===== src/rtl/idll_pkg.sv =====
`timescale 1ns / 1ps

package idll_pkg;

	// slot index width, slot count and stored data width
	localparam int SLOT_W      = 6;
	localparam int SLOTS       = 1 << SLOT_W;
	localparam int DATA_BITS   = 32;
	localparam int COUNT_W     = 6;

	// stream payload widths
	localparam int IN_TDATA_W  = 40;
	localparam int RES_W       = 2 + SLOT_W + DATA_BITS + SLOT_W + SLOT_W + COUNT_W;
	localparam int OUT_TDATA_W = 64;

	typedef logic [SLOT_W-1:0]    slot_t;
	typedef logic [DATA_BITS-1:0] data_t;
	typedef logic [COUNT_W-1:0]   count_t;

	typedef enum logic [1:0] {
		STAT_OK       = 2'd0,
		STAT_FULL     = 2'd1,
		STAT_BAD_SLOT = 2'd2
	} status_t;

	typedef enum logic {
		REQ_INSERT = 1'b0,
		REQ_DELETE = 1'b1
	} req_t;

	typedef enum logic [2:0] {
		ST_IDLE,
		ST_INS_A,
		ST_INS_B,
		ST_INS_C,
		ST_DEL_A,
		ST_DEL_B,
		ST_ERR
	} state_t;

	typedef struct packed {
		logic  we;
		slot_t addr;
		slot_t data;
	} link_wr_t;

	typedef struct packed {
		logic  we;
		slot_t addr;
		data_t data;
	} data_wr_t;

	// control from the sequencer to the slot store
	typedef struct packed {
		link_wr_t nl_wr;
		link_wr_t pl_wr;
		data_wr_t vs_wr;
		slot_t    nl_raddr;
		slot_t    pl_raddr;
		slot_t    vs_raddr;
	} store_req_t;

	// registered read data from the slot store
	typedef struct packed {
		slot_t nl;
		slot_t pl;
		data_t vs;
	} store_rd_t;

	typedef struct packed {
		status_t status;
		slot_t   new_slot;
		data_t   value_out;
		slot_t   head_slot;
		slot_t   tail_slot;
		count_t  count;
	} result_t;

endpackage


===== src/rtl/idll_ram.sv =====
`timescale 1ns / 1ps

module idll_ram #(
	parameter int WIDTH = 8,
	parameter int DEPTH = 16
) (
	input  logic                     clk,
	input  logic                     we,
	input  logic [$clog2(DEPTH)-1:0] waddr,
	input  logic [WIDTH-1:0]         wdata,
	input  logic [$clog2(DEPTH)-1:0] raddr,
	output logic [WIDTH-1:0]         rdata
);

	logic [WIDTH-1:0] mem [DEPTH];
	logic [WIDTH-1:0] rdata_q;

	always_ff @(posedge clk) begin
		if (we) begin
			mem[waddr] <= wdata;
		end
		rdata_q <= mem[raddr];
	end

	assign rdata = rdata_q;

endmodule


===== src/rtl/idll_store.sv =====
`timescale 1ns / 1ps

module idll_store (
	input  logic                clk,
	input  logic                arst_n,
	input  idll_pkg::store_req_t req,
	output idll_pkg::store_rd_t  rd
);

	// written flags stand in for the reset contents of the link memories
	logic [idll_pkg::SLOTS-1:0] nl_vld_q;
	logic [idll_pkg::SLOTS-1:0] pl_vld_q;
	logic                       nl_vld_s1;
	logic                       pl_vld_s1;
	idll_pkg::slot_t            nl_raddr_s1;
	idll_pkg::slot_t            nl_ram;
	idll_pkg::slot_t            pl_ram;
	idll_pkg::data_t            vs_ram;

	idll_ram #(.WIDTH(idll_pkg::SLOT_W), .DEPTH(idll_pkg::SLOTS)) u_next (
		.clk   (clk),
		.we    (req.nl_wr.we),
		.waddr (req.nl_wr.addr),
		.wdata (req.nl_wr.data),
		.raddr (req.nl_raddr),
		.rdata (nl_ram)
	);

	idll_ram #(.WIDTH(idll_pkg::SLOT_W), .DEPTH(idll_pkg::SLOTS)) u_prev (
		.clk   (clk),
		.we    (req.pl_wr.we),
		.waddr (req.pl_wr.addr),
		.wdata (req.pl_wr.data),
		.raddr (req.pl_raddr),
		.rdata (pl_ram)
	);

	idll_ram #(.WIDTH(idll_pkg::DATA_BITS), .DEPTH(idll_pkg::SLOTS)) u_value (
		.clk   (clk),
		.we    (req.vs_wr.we),
		.waddr (req.vs_wr.addr),
		.wdata (req.vs_wr.data),
		.raddr (req.vs_raddr),
		.rdata (vs_ram)
	);

	always_ff @(posedge clk or negedge arst_n) begin
		if (!arst_n) begin
			nl_vld_q  <= '0;
			pl_vld_q  <= '0;
			nl_vld_s1 <= 1'b0;
			pl_vld_s1 <= 1'b0;
		end else begin
			if (req.nl_wr.we) begin
				nl_vld_q[req.nl_wr.addr] <= 1'b1;
			end
			if (req.pl_wr.we) begin
				pl_vld_q[req.pl_wr.addr] <= 1'b1;
			end
			nl_vld_s1 <= nl_vld_q[req.nl_raddr];
			pl_vld_s1 <= pl_vld_q[req.pl_raddr];
		end
	end

	always_ff @(posedge clk) begin
		nl_raddr_s1 <= req.nl_raddr;
	end

	// unwritten next link: sentinel points at itself, free slots chain upward
	always_comb begin
		if (nl_vld_s1) begin
			rd.nl = nl_ram;
		end else if (nl_raddr_s1 == '0) begin
			rd.nl = '0;
		end else begin
			rd.nl = idll_pkg::slot_t'(nl_raddr_s1 + 1'b1);
		end
		rd.pl = pl_vld_s1 ? pl_ram : '0;
		rd.vs = vs_ram;
	end

endmodule


===== src/rtl/idll_ctrl.sv =====
`timescale 1ns / 1ps

module idll_ctrl (
	input  logic                 clk,
	input  logic                 arst_n,
	input  logic                 in_valid,
	output logic                 in_ready,
	input  idll_pkg::req_t       req_type,
	input  idll_pkg::slot_t      slot_index,
	input  idll_pkg::data_t      value_in,
	output idll_pkg::store_req_t sreq,
	input  idll_pkg::store_rd_t  rd,
	input  logic                 out_free,
	output logic                 res_valid,
	output idll_pkg::result_t    res
);

	idll_pkg::state_t           state_q;
	idll_pkg::state_t           state_d;
	idll_pkg::slot_t            idx_q;
	idll_pkg::slot_t            slot_q;
	idll_pkg::data_t            val_q;
	idll_pkg::data_t            value_q;
	idll_pkg::status_t          status_q;
	idll_pkg::slot_t            free_head_q;
	idll_pkg::count_t           count_q;
	idll_pkg::slot_t            head_q;
	idll_pkg::slot_t            tail_q;
	logic [idll_pkg::SLOTS-1:0] in_use_q;
	logic                       used_s1;
	logic                       accept;
	logic                       bad_slot;
	logic                       full;
	logic                       reject;
	logic                       res_load;
	idll_pkg::slot_t            head_d;
	idll_pkg::slot_t            tail_d;
	idll_pkg::slot_t            new_slot_d;
	idll_pkg::data_t            value_out_d;
	idll_pkg::count_t           count_d;

	// slot checks use the registered in-use flag, valid in the first busy state
	assign accept   = in_valid && in_ready;
	assign bad_slot = !used_s1 || (state_q == idll_pkg::ST_DEL_A && idx_q == '0);
	assign full     = (state_q == idll_pkg::ST_INS_A) && (free_head_q == '0);
	assign reject   = bad_slot || full;
	assign res_load = res_valid && out_free;

	// next state
	always_comb begin
		state_d = state_q;
		unique case (state_q)
			idll_pkg::ST_IDLE: begin
				if (accept) begin
					if (req_type == idll_pkg::REQ_INSERT) begin
						state_d = idll_pkg::ST_INS_A;
					end else begin
						state_d = idll_pkg::ST_DEL_A;
					end
				end
			end
			idll_pkg::ST_INS_A: begin
				state_d = reject ? idll_pkg::ST_ERR : idll_pkg::ST_INS_B;
			end
			idll_pkg::ST_INS_B: state_d = idll_pkg::ST_INS_C;
			idll_pkg::ST_DEL_A: begin
				state_d = reject ? idll_pkg::ST_ERR : idll_pkg::ST_DEL_B;
			end
			idll_pkg::ST_INS_C,
			idll_pkg::ST_DEL_B,
			idll_pkg::ST_ERR: begin
				if (out_free) begin
					state_d = idll_pkg::ST_IDLE;
				end
			end
			default: state_d = idll_pkg::ST_IDLE;
		endcase
	end

	// memory ports and result
	always_comb begin
		in_ready      = 1'b0;
		res_valid     = 1'b0;
		sreq          = '0;
		sreq.nl_raddr = idx_q;
		sreq.pl_raddr = slot_index;
		sreq.vs_raddr = slot_index;
		new_slot_d    = '0;
		value_out_d   = '0;
		count_d       = count_q;
		unique case (state_q)
			idll_pkg::ST_IDLE: begin
				in_ready      = 1'b1;
				sreq.nl_raddr = (req_type == idll_pkg::REQ_INSERT) ? free_head_q : slot_index;
			end
			idll_pkg::ST_INS_A: begin
				// value and back link of the new slot
				if (!reject) begin
					sreq.vs_wr.we   = 1'b1;
					sreq.vs_wr.addr = slot_q;
					sreq.vs_wr.data = val_q;
					sreq.pl_wr.we   = 1'b1;
					sreq.pl_wr.addr = slot_q;
					sreq.pl_wr.data = idx_q;
				end
			end
			idll_pkg::ST_INS_B: begin
				// rd.nl is the old successor of the anchor slot
				sreq.nl_wr.we   = 1'b1;
				sreq.nl_wr.addr = slot_q;
				sreq.nl_wr.data = rd.nl;
				sreq.pl_wr.we   = 1'b1;
				sreq.pl_wr.addr = rd.nl;
				sreq.pl_wr.data = slot_q;
			end
			idll_pkg::ST_INS_C: begin
				sreq.nl_wr.we   = 1'b1;
				sreq.nl_wr.addr = idx_q;
				sreq.nl_wr.data = slot_q;
				res_valid       = 1'b1;
				new_slot_d      = slot_q;
				count_d         = idll_pkg::count_t'(count_q + 1'b1);
			end
			idll_pkg::ST_DEL_A: begin
				// bridge the neighbours around the removed slot
				if (!reject) begin
					sreq.nl_wr.we   = 1'b1;
					sreq.nl_wr.addr = rd.pl;
					sreq.nl_wr.data = rd.nl;
					sreq.pl_wr.we   = 1'b1;
					sreq.pl_wr.addr = rd.nl;
					sreq.pl_wr.data = rd.pl;
				end
			end
			idll_pkg::ST_DEL_B: begin
				sreq.pl_wr.we   = 1'b1;
				sreq.pl_wr.addr = idx_q;
				sreq.pl_wr.data = '0;
				sreq.nl_wr.we   = 1'b1;
				sreq.nl_wr.addr = idx_q;
				sreq.nl_wr.data = free_head_q;
				res_valid       = 1'b1;
				value_out_d     = value_q;
				count_d         = idll_pkg::count_t'(count_q - 1'b1);
			end
			idll_pkg::ST_ERR: begin
				res_valid = 1'b1;
			end
			default: begin
				res_valid = 1'b0;
			end
		endcase
	end

	// head and tail mirror the sentinel's links
	assign head_d = (sreq.nl_wr.we && sreq.nl_wr.addr == '0) ? sreq.nl_wr.data : head_q;
	assign tail_d = (sreq.pl_wr.we && sreq.pl_wr.addr == '0) ? sreq.pl_wr.data : tail_q;

	assign res = '{
		status:    status_q,
		new_slot:  new_slot_d,
		value_out: value_out_d,
		head_slot: head_d,
		tail_slot: tail_d,
		count:     count_d
	};

	always_ff @(posedge clk or negedge arst_n) begin
		if (!arst_n) begin
			state_q     <= idll_pkg::ST_IDLE;
			free_head_q <= idll_pkg::slot_t'(1);
			count_q     <= '0;
			head_q      <= '0;
			tail_q      <= '0;
			in_use_q    <= {{(idll_pkg::SLOTS-1){1'b0}}, 1'b1};
		end else begin
			state_q <= state_d;
			head_q  <= head_d;
			tail_q  <= tail_d;
			if (state_q == idll_pkg::ST_INS_A && !reject) begin
				free_head_q      <= rd.nl;
				in_use_q[slot_q] <= 1'b1;
			end
			if (res_load) begin
				count_q <= count_d;
				if (state_q == idll_pkg::ST_DEL_B) begin
					free_head_q     <= idx_q;
					in_use_q[idx_q] <= 1'b0;
				end
			end
		end
	end

	always_ff @(posedge clk) begin
		used_s1 <= in_use_q[slot_index];
		if (accept) begin
			idx_q  <= slot_index;
			val_q  <= value_in;
			slot_q <= free_head_q;
		end
		if (state_q == idll_pkg::ST_INS_A || state_q == idll_pkg::ST_DEL_A) begin
			if (bad_slot) begin
				status_q <= idll_pkg::STAT_BAD_SLOT;
			end else if (full) begin
				status_q <= idll_pkg::STAT_FULL;
			end else begin
				status_q <= idll_pkg::STAT_OK;
			end
		end
		if (state_q == idll_pkg::ST_DEL_A) begin
			value_q <= rd.vs;
		end
	end

endmodule


===== src/rtl/indexed_doubly_linked_list.sv =====
`timescale 1ns / 1ps

// channel   dir  tdata bits (low first)                                  tuser
// s_axis    in   slot_index 6, value_in 32, pad 2                         req_type 1
// m_axis    out  status 2, new_slot 6, value_out 32, head_slot 6,         none
//                tail_slot 6, count 6, pad 6
//
// one request at a time; a request is taken only in the idle state
// an insert steps through INS_A, INS_B and INS_C, a delete through DEL_A and
// DEL_B, a rejected request goes to ERR; the result is offered in the last of
// these, and the pace is set by the link memories, one synchronous read port each,
// the registered slot check and the chain of reads and writes on the memories
// reset clears control state at once; link memories come up through
// per-slot written flags, no clearing pass
// a full output register stalls the sequencer in its last state

module indexed_doubly_linked_list (
	input  logic                             clk,
	input  logic                             arst_n,
	input  logic                             s_axis_tvalid,
	output logic                             s_axis_tready,
	// slot_index, value_in, pad
	input  logic [idll_pkg::IN_TDATA_W-1:0]  s_axis_tdata,
	// req_type
	input  logic                             s_axis_tuser,
	output logic                             m_axis_tvalid,
	input  logic                             m_axis_tready,
	// status, new_slot, value_out, head_slot, tail_slot, count, pad
	output logic [idll_pkg::OUT_TDATA_W-1:0] m_axis_tdata
);

	idll_pkg::store_req_t             sreq;
	idll_pkg::store_rd_t              srd;
	idll_pkg::result_t                res;
	logic                             res_valid;
	logic                             out_free;
	logic                             out_load;
	logic                             m_valid_q;
	logic [idll_pkg::OUT_TDATA_W-1:0] m_data_q;

	// output register frees when empty or being drained
	assign out_free = !m_valid_q || m_axis_tready;
	assign out_load = res_valid && out_free;

	idll_store u_store (
		.clk    (clk),
		.arst_n (arst_n),
		.req    (sreq),
		.rd     (srd)
	);

	idll_ctrl u_ctrl (
		.clk        (clk),
		.arst_n     (arst_n),
		.in_valid   (s_axis_tvalid),
		.in_ready   (s_axis_tready),
		.req_type   (idll_pkg::req_t'(s_axis_tuser)),
		.slot_index (s_axis_tdata[idll_pkg::SLOT_W-1:0]),
		.value_in   (s_axis_tdata[idll_pkg::SLOT_W +: idll_pkg::DATA_BITS]),
		.sreq       (sreq),
		.rd         (srd),
		.out_free   (out_free),
		.res_valid  (res_valid),
		.res        (res)
	);

	always_ff @(posedge clk or negedge arst_n) begin
		if (!arst_n) begin
			m_valid_q <= 1'b0;
		end else if (out_free) begin
			m_valid_q <= res_valid;
		end
	end

	always_ff @(posedge clk) begin
		if (out_load) begin
			m_data_q <= {{(idll_pkg::OUT_TDATA_W - idll_pkg::RES_W){1'b0}},
			             res.count, res.tail_slot, res.head_slot,
			             res.value_out, res.new_slot, res.status};
		end
	end

	assign m_axis_tvalid = m_valid_q;
	assign m_axis_tdata  = m_data_q;

	// a request is never followed by another in the next cycle
	assert property (@(posedge clk) disable iff (!arst_n)
		s_axis_tvalid && s_axis_tready |=> !s_axis_tready)
	else $error("request accepted while sequencer busy");

	// a successful insert leaves a non-empty list with a head and a tail
	assert property (@(posedge clk) disable iff (!arst_n)
		out_load && res.status == idll_pkg::STAT_OK && res.new_slot != '0
		|-> res.count != '0 && res.head_slot != '0 && res.tail_slot != '0)
	else $error("insert result shows an empty list");

	// an empty list has the sentinel as head and tail
	assert property (@(posedge clk) disable iff (!arst_n)
		out_load && res.count == '0 |-> res.head_slot == '0 && res.tail_slot == '0)
	else $error("empty list with dangling head or tail");

endmodule

===== config.mk =====
export PLATFORM = sky130hd
export DESIGN_NAME = indexed_doubly_linked_list
export DESIGN_NICKNAME = d
export VERILOG_FILES = /design/src/rtl/idll_pkg.sv /design/src/rtl/idll_ram.sv /design/src/rtl/idll_store.sv /design/src/rtl/idll_ctrl.sv /design/src/rtl/indexed_doubly_linked_list.sv
export SDC_FILE = /design/constraint.sdc
export NUM_CORES = 2
export LEC_CHECK = 0
export BUFFER_PORTS_ARGS = -buffer_cell sky130_fd_sc_hd__buf_2
export CORE_MARGIN = 1
export CORE_UTILIZATION = 55
export CTS_CLUSTER_SIZE = 16
export DETAILED_ROUTE_END_ITERATION = 10
export GPL_ROUTABILITY_DRIVEN = 0
export PLACE_DENSITY = 0.76
export SYNTH_ARGS = -nofsm -noshare
export SYNTH_HDL_FRONTEND = slang
export SYNTH_SLANG_ARGS = --single-unit

===== constraint.sdc =====
create_clock -name clk -period 11.5 [get_ports clk]
set_input_delay 1.15 -clock clk [delete_from_list [all_inputs] [get_ports clk]]
set_output_delay 1.15 -clock clk [all_outputs]
set_load 0.05 [all_outputs]

==> out/results.ini <==
[routing]
drt-total-wl_mm = 317
antenna_left = 0
routed_via_density = 6.80
drc = 0
vias = 62500
first_iter_violations = 9186
routedWlPerCell_um = 34.4
first_pass_iters = 7

[yosys]
yosysTopAreaCell = edfxtp_1
synth_seq_cells = 3225
ys.flop_type = edfxtp_1
synthesis.instances = 5739
avgSynthCellArea_um2 = 21.6
synth_seq_area_share_pct = 76.9
yosys-top-cells-area = edfxtp_1 (72%), mux4_2 (16%), dfrtp_1 (4.4%)
yosysWarnings = 0
synth_cell_type_count = 74
async_flop_share_pct = 6.88
synth_area_um2 = 124000
synth_edf_count = 2952
yosys.area.top_type_share_pct = 71.5

[setup_path]
crit_type = reg2reg
cp-end-kind = flop
critPathMaxFanout = 23
arrival_ps = 6020
critical_path.startpoint_type = flop
worstPathRequired_ps = 12040

[die]
rows = 173
dieArea_um2 = 227000
die_w_um = 477
ios = 111
start_util_pct = 55.6
die_h_um = 477
core_um2 = 223000

[pwr]
power.density_nw_per_um2 = 206
peakVddDrop_mv = 0.288
leakagePower_nw = 42.9

[clock_tree]
cts_resized = 0
numCtsBuffers = 328
h-tree-depth = 5
insertion_delay_ps = 950
postCtsHoldBufs = 0
postCtsSetupRepairBufs = 0
clk_pin_slew_ps = 60
root_buffer = clkbuf_16
cts.sinks = 3225
cts.path.max_buffers = 4
cts_tree = done

[timing]
finalCritPeriodShare_pct = 47.6
setup_viol = 0
fin_tns_setup_ps = 0
maxSlewHeadroom_pct = 6.86
worst_slew_pin_slew_ps = 1390
hold_violations = 0
finClkSkew_ps = 57.6
finalHoldWorstSlack_ps = 268
slew_violations = 0
rsz0062_at_grt = no
max_freq_mhz = 183
fin_crit_ps = 5470

[global_route]
antenna_found_initial = 15
grt_overflow_total = 0
grt_max_degree = 151
grt_pass1_vias = 63500
grt_usage_pct = 27.9
grt_pass1_wl_mm = 451

[layout]
final_util_pct = 62.2
layout-drive-gt1-share_pct = 28.8
area_growth_pct = 11.9
design_area_um2 = 139000
nets = 6026

[run]
cap_violations = 0

[placed_design]
place_area_um2 = 128000
io_buffers = 102
dpl.hpwl_mm = 161

[status]
status = complete, no violations

[worst_hold_path]
hold_path_class = in2async

area by class of cell:
class                           count  area [µm²]
Sequential cell                  3225       95200
Fill cell                       14400       84300
Multi-Input combinational cell   2172       27900
Clock buffer                      418        8790
Tap cell                         2975        3720
Timing Repair Buffer              224        1560
Clock inverter                    153        1350
Inverter                           23        92.6
Antenna cell                       11        27.5
worst max-delay path, cell delays in order (launching register included):
cell and delay [ps]:
edfxtp_1 810, or3_1 820, o211ai_1 280, a21oi_1 360, a222oi_1 880, nand4b_1 970
nor2_1 960
placed cells by master, fill, tap and decap left out, types with 33 or more instances in the layout:
master     count
dfrtp_1      219
o22a_1        48
a21oi_1       36
buf_2         95
clkinv_1      54
o21ai_0       62
a211oi_1      42
clkbuf_1      68
and3_1        41
nor2_4        65
buf_4        118
mux4_2       856
mux2i_1       65
or2_2         81
a31oi_1       35
nor2_1       183
clkinv_2      54
nand3_1       35
clkbuf_16    330
and2_2        33
nand2_1      226
edfxtp_1    2952
dfxtp_1       51
o21bai_1      40
through the flow:
stage / setup WS (ps) / instances / total power [mW]
floorplan: 6360 / 5744 / 17.1
global placement: 5420 / 8619 / 18.4
detailed placement: 5430 / 8619 / 18.5
CTS: 6140 / 9190 / 28.7
global route: 5880 / 9196 / 29.4
finish: 6030 / 9201 / 28.6
cell usage after synthesis, drive strengths merged, types with 42 or more instances:
cell,number
nand2,231
a211oi,42
clkbuf,179
dfxtp,51
nor2,248
mux2i,68
or2,88
o21ai,63
o22a,48
buf,145
dfrtp,220
edfxtp,2952
mux4,856
state kept, by name (all words and copies together), names as in the netlist, 2 cells and up:
| name | flops |
|---|---|
| u_ctrl.count_q | 6 |
| u_store.nl_raddr_s1 | 6 |
| u_ctrl.val_q | 32 |
| u_store.pl_vld_q | 64 |
| u_store.u_value.mem | 2048 |
| u_store.u_prev.mem | 384 |
| u_store.u_next.mem | 384 |
| u_ctrl.head_q | 6 |
| u_store.nl_vld_q | 64 |
| m_axis_tdata | 58 |
| u_ctrl.state_q | 3 |
| u_ctrl.free_head_q | 6 |
| u_ctrl.tail_q | 6 |
| u_store.u_prev.rdata | 6 |
| u_ctrl.status_q | 2 |
| u_ctrl.value_q | 32 |
| u_ctrl.idx_q | 6 |
| u_ctrl.in_use_q | 64 |
| u_ctrl.slot_q | 6 |
| u_store.u_value.rdata | 32 |
| u_store.u_next.rdata | 6 |
power by group:
part / internal, mW / total (mW) / switching [mW]
Combinational: 1.19 / 4.07 / 2.88
Sequential: 14.0 / 14.3 / 0.323
Clock: 5.89 / 10.3 / 4.37
metal layers:
layer | routed length (µm) | share of wire [%] | track usage [%] | up-vias
met5 | 313 | 0.099 | 0.231 | -
met4 | 16700 | 5.3 | 12.8 | 6
met3 | 33000 | 10 | 5.56 | 894
met2 | 156000 | 49 | 45.6 | 4490
met1 | 110000 | 35 | 36.4 | 32800
li1 | - | - | - | 24400
path summary, 6_finish.rpt:
path / from / endpoint / slack [ps] / cells after the start
max reg2reg: u_ctrl.idx_q[3] / u_store.u_prev.mem[4][0] / 6030 / 6
min: arst_n / u_store.nl_vld_q[16] / 270 / 1
max in group asynchronous: arst_n / u_store.nl_vld_q[43] / 9670 / 2
min in group clk: s_axis_tdata[24] / u_ctrl.val_q[18] / 380 / 1
min reg2reg: u_store.u_value.rdata[30] / u_ctrl.value_q[30] / 400 / 0
max: u_ctrl.idx_q[3] / u_store.u_prev.mem[4][0] / 6030 / 6
cells by family (layout without fill, tap and decap cells):
kind of cell / after synthesis / count (layout) / synth area share [%]
DFF: 3225 / 3225 / 76.9
muxes: 958 / 958 / 16.4
and+or+nand+nor: 756 / 756 / 2.85
AOI/OAI and AO/OA: 434 / 434 / 2.57
buffers and inverters: 347 / 818 / 1.12
xor gates and xnor gates: 11 / 11 / 0.0778
adders and majority gates: 7 / 7 / 0.0767
other: 1 / 17 / 0.00303
No activity file was read; power rests on OpenSTA's default activity.
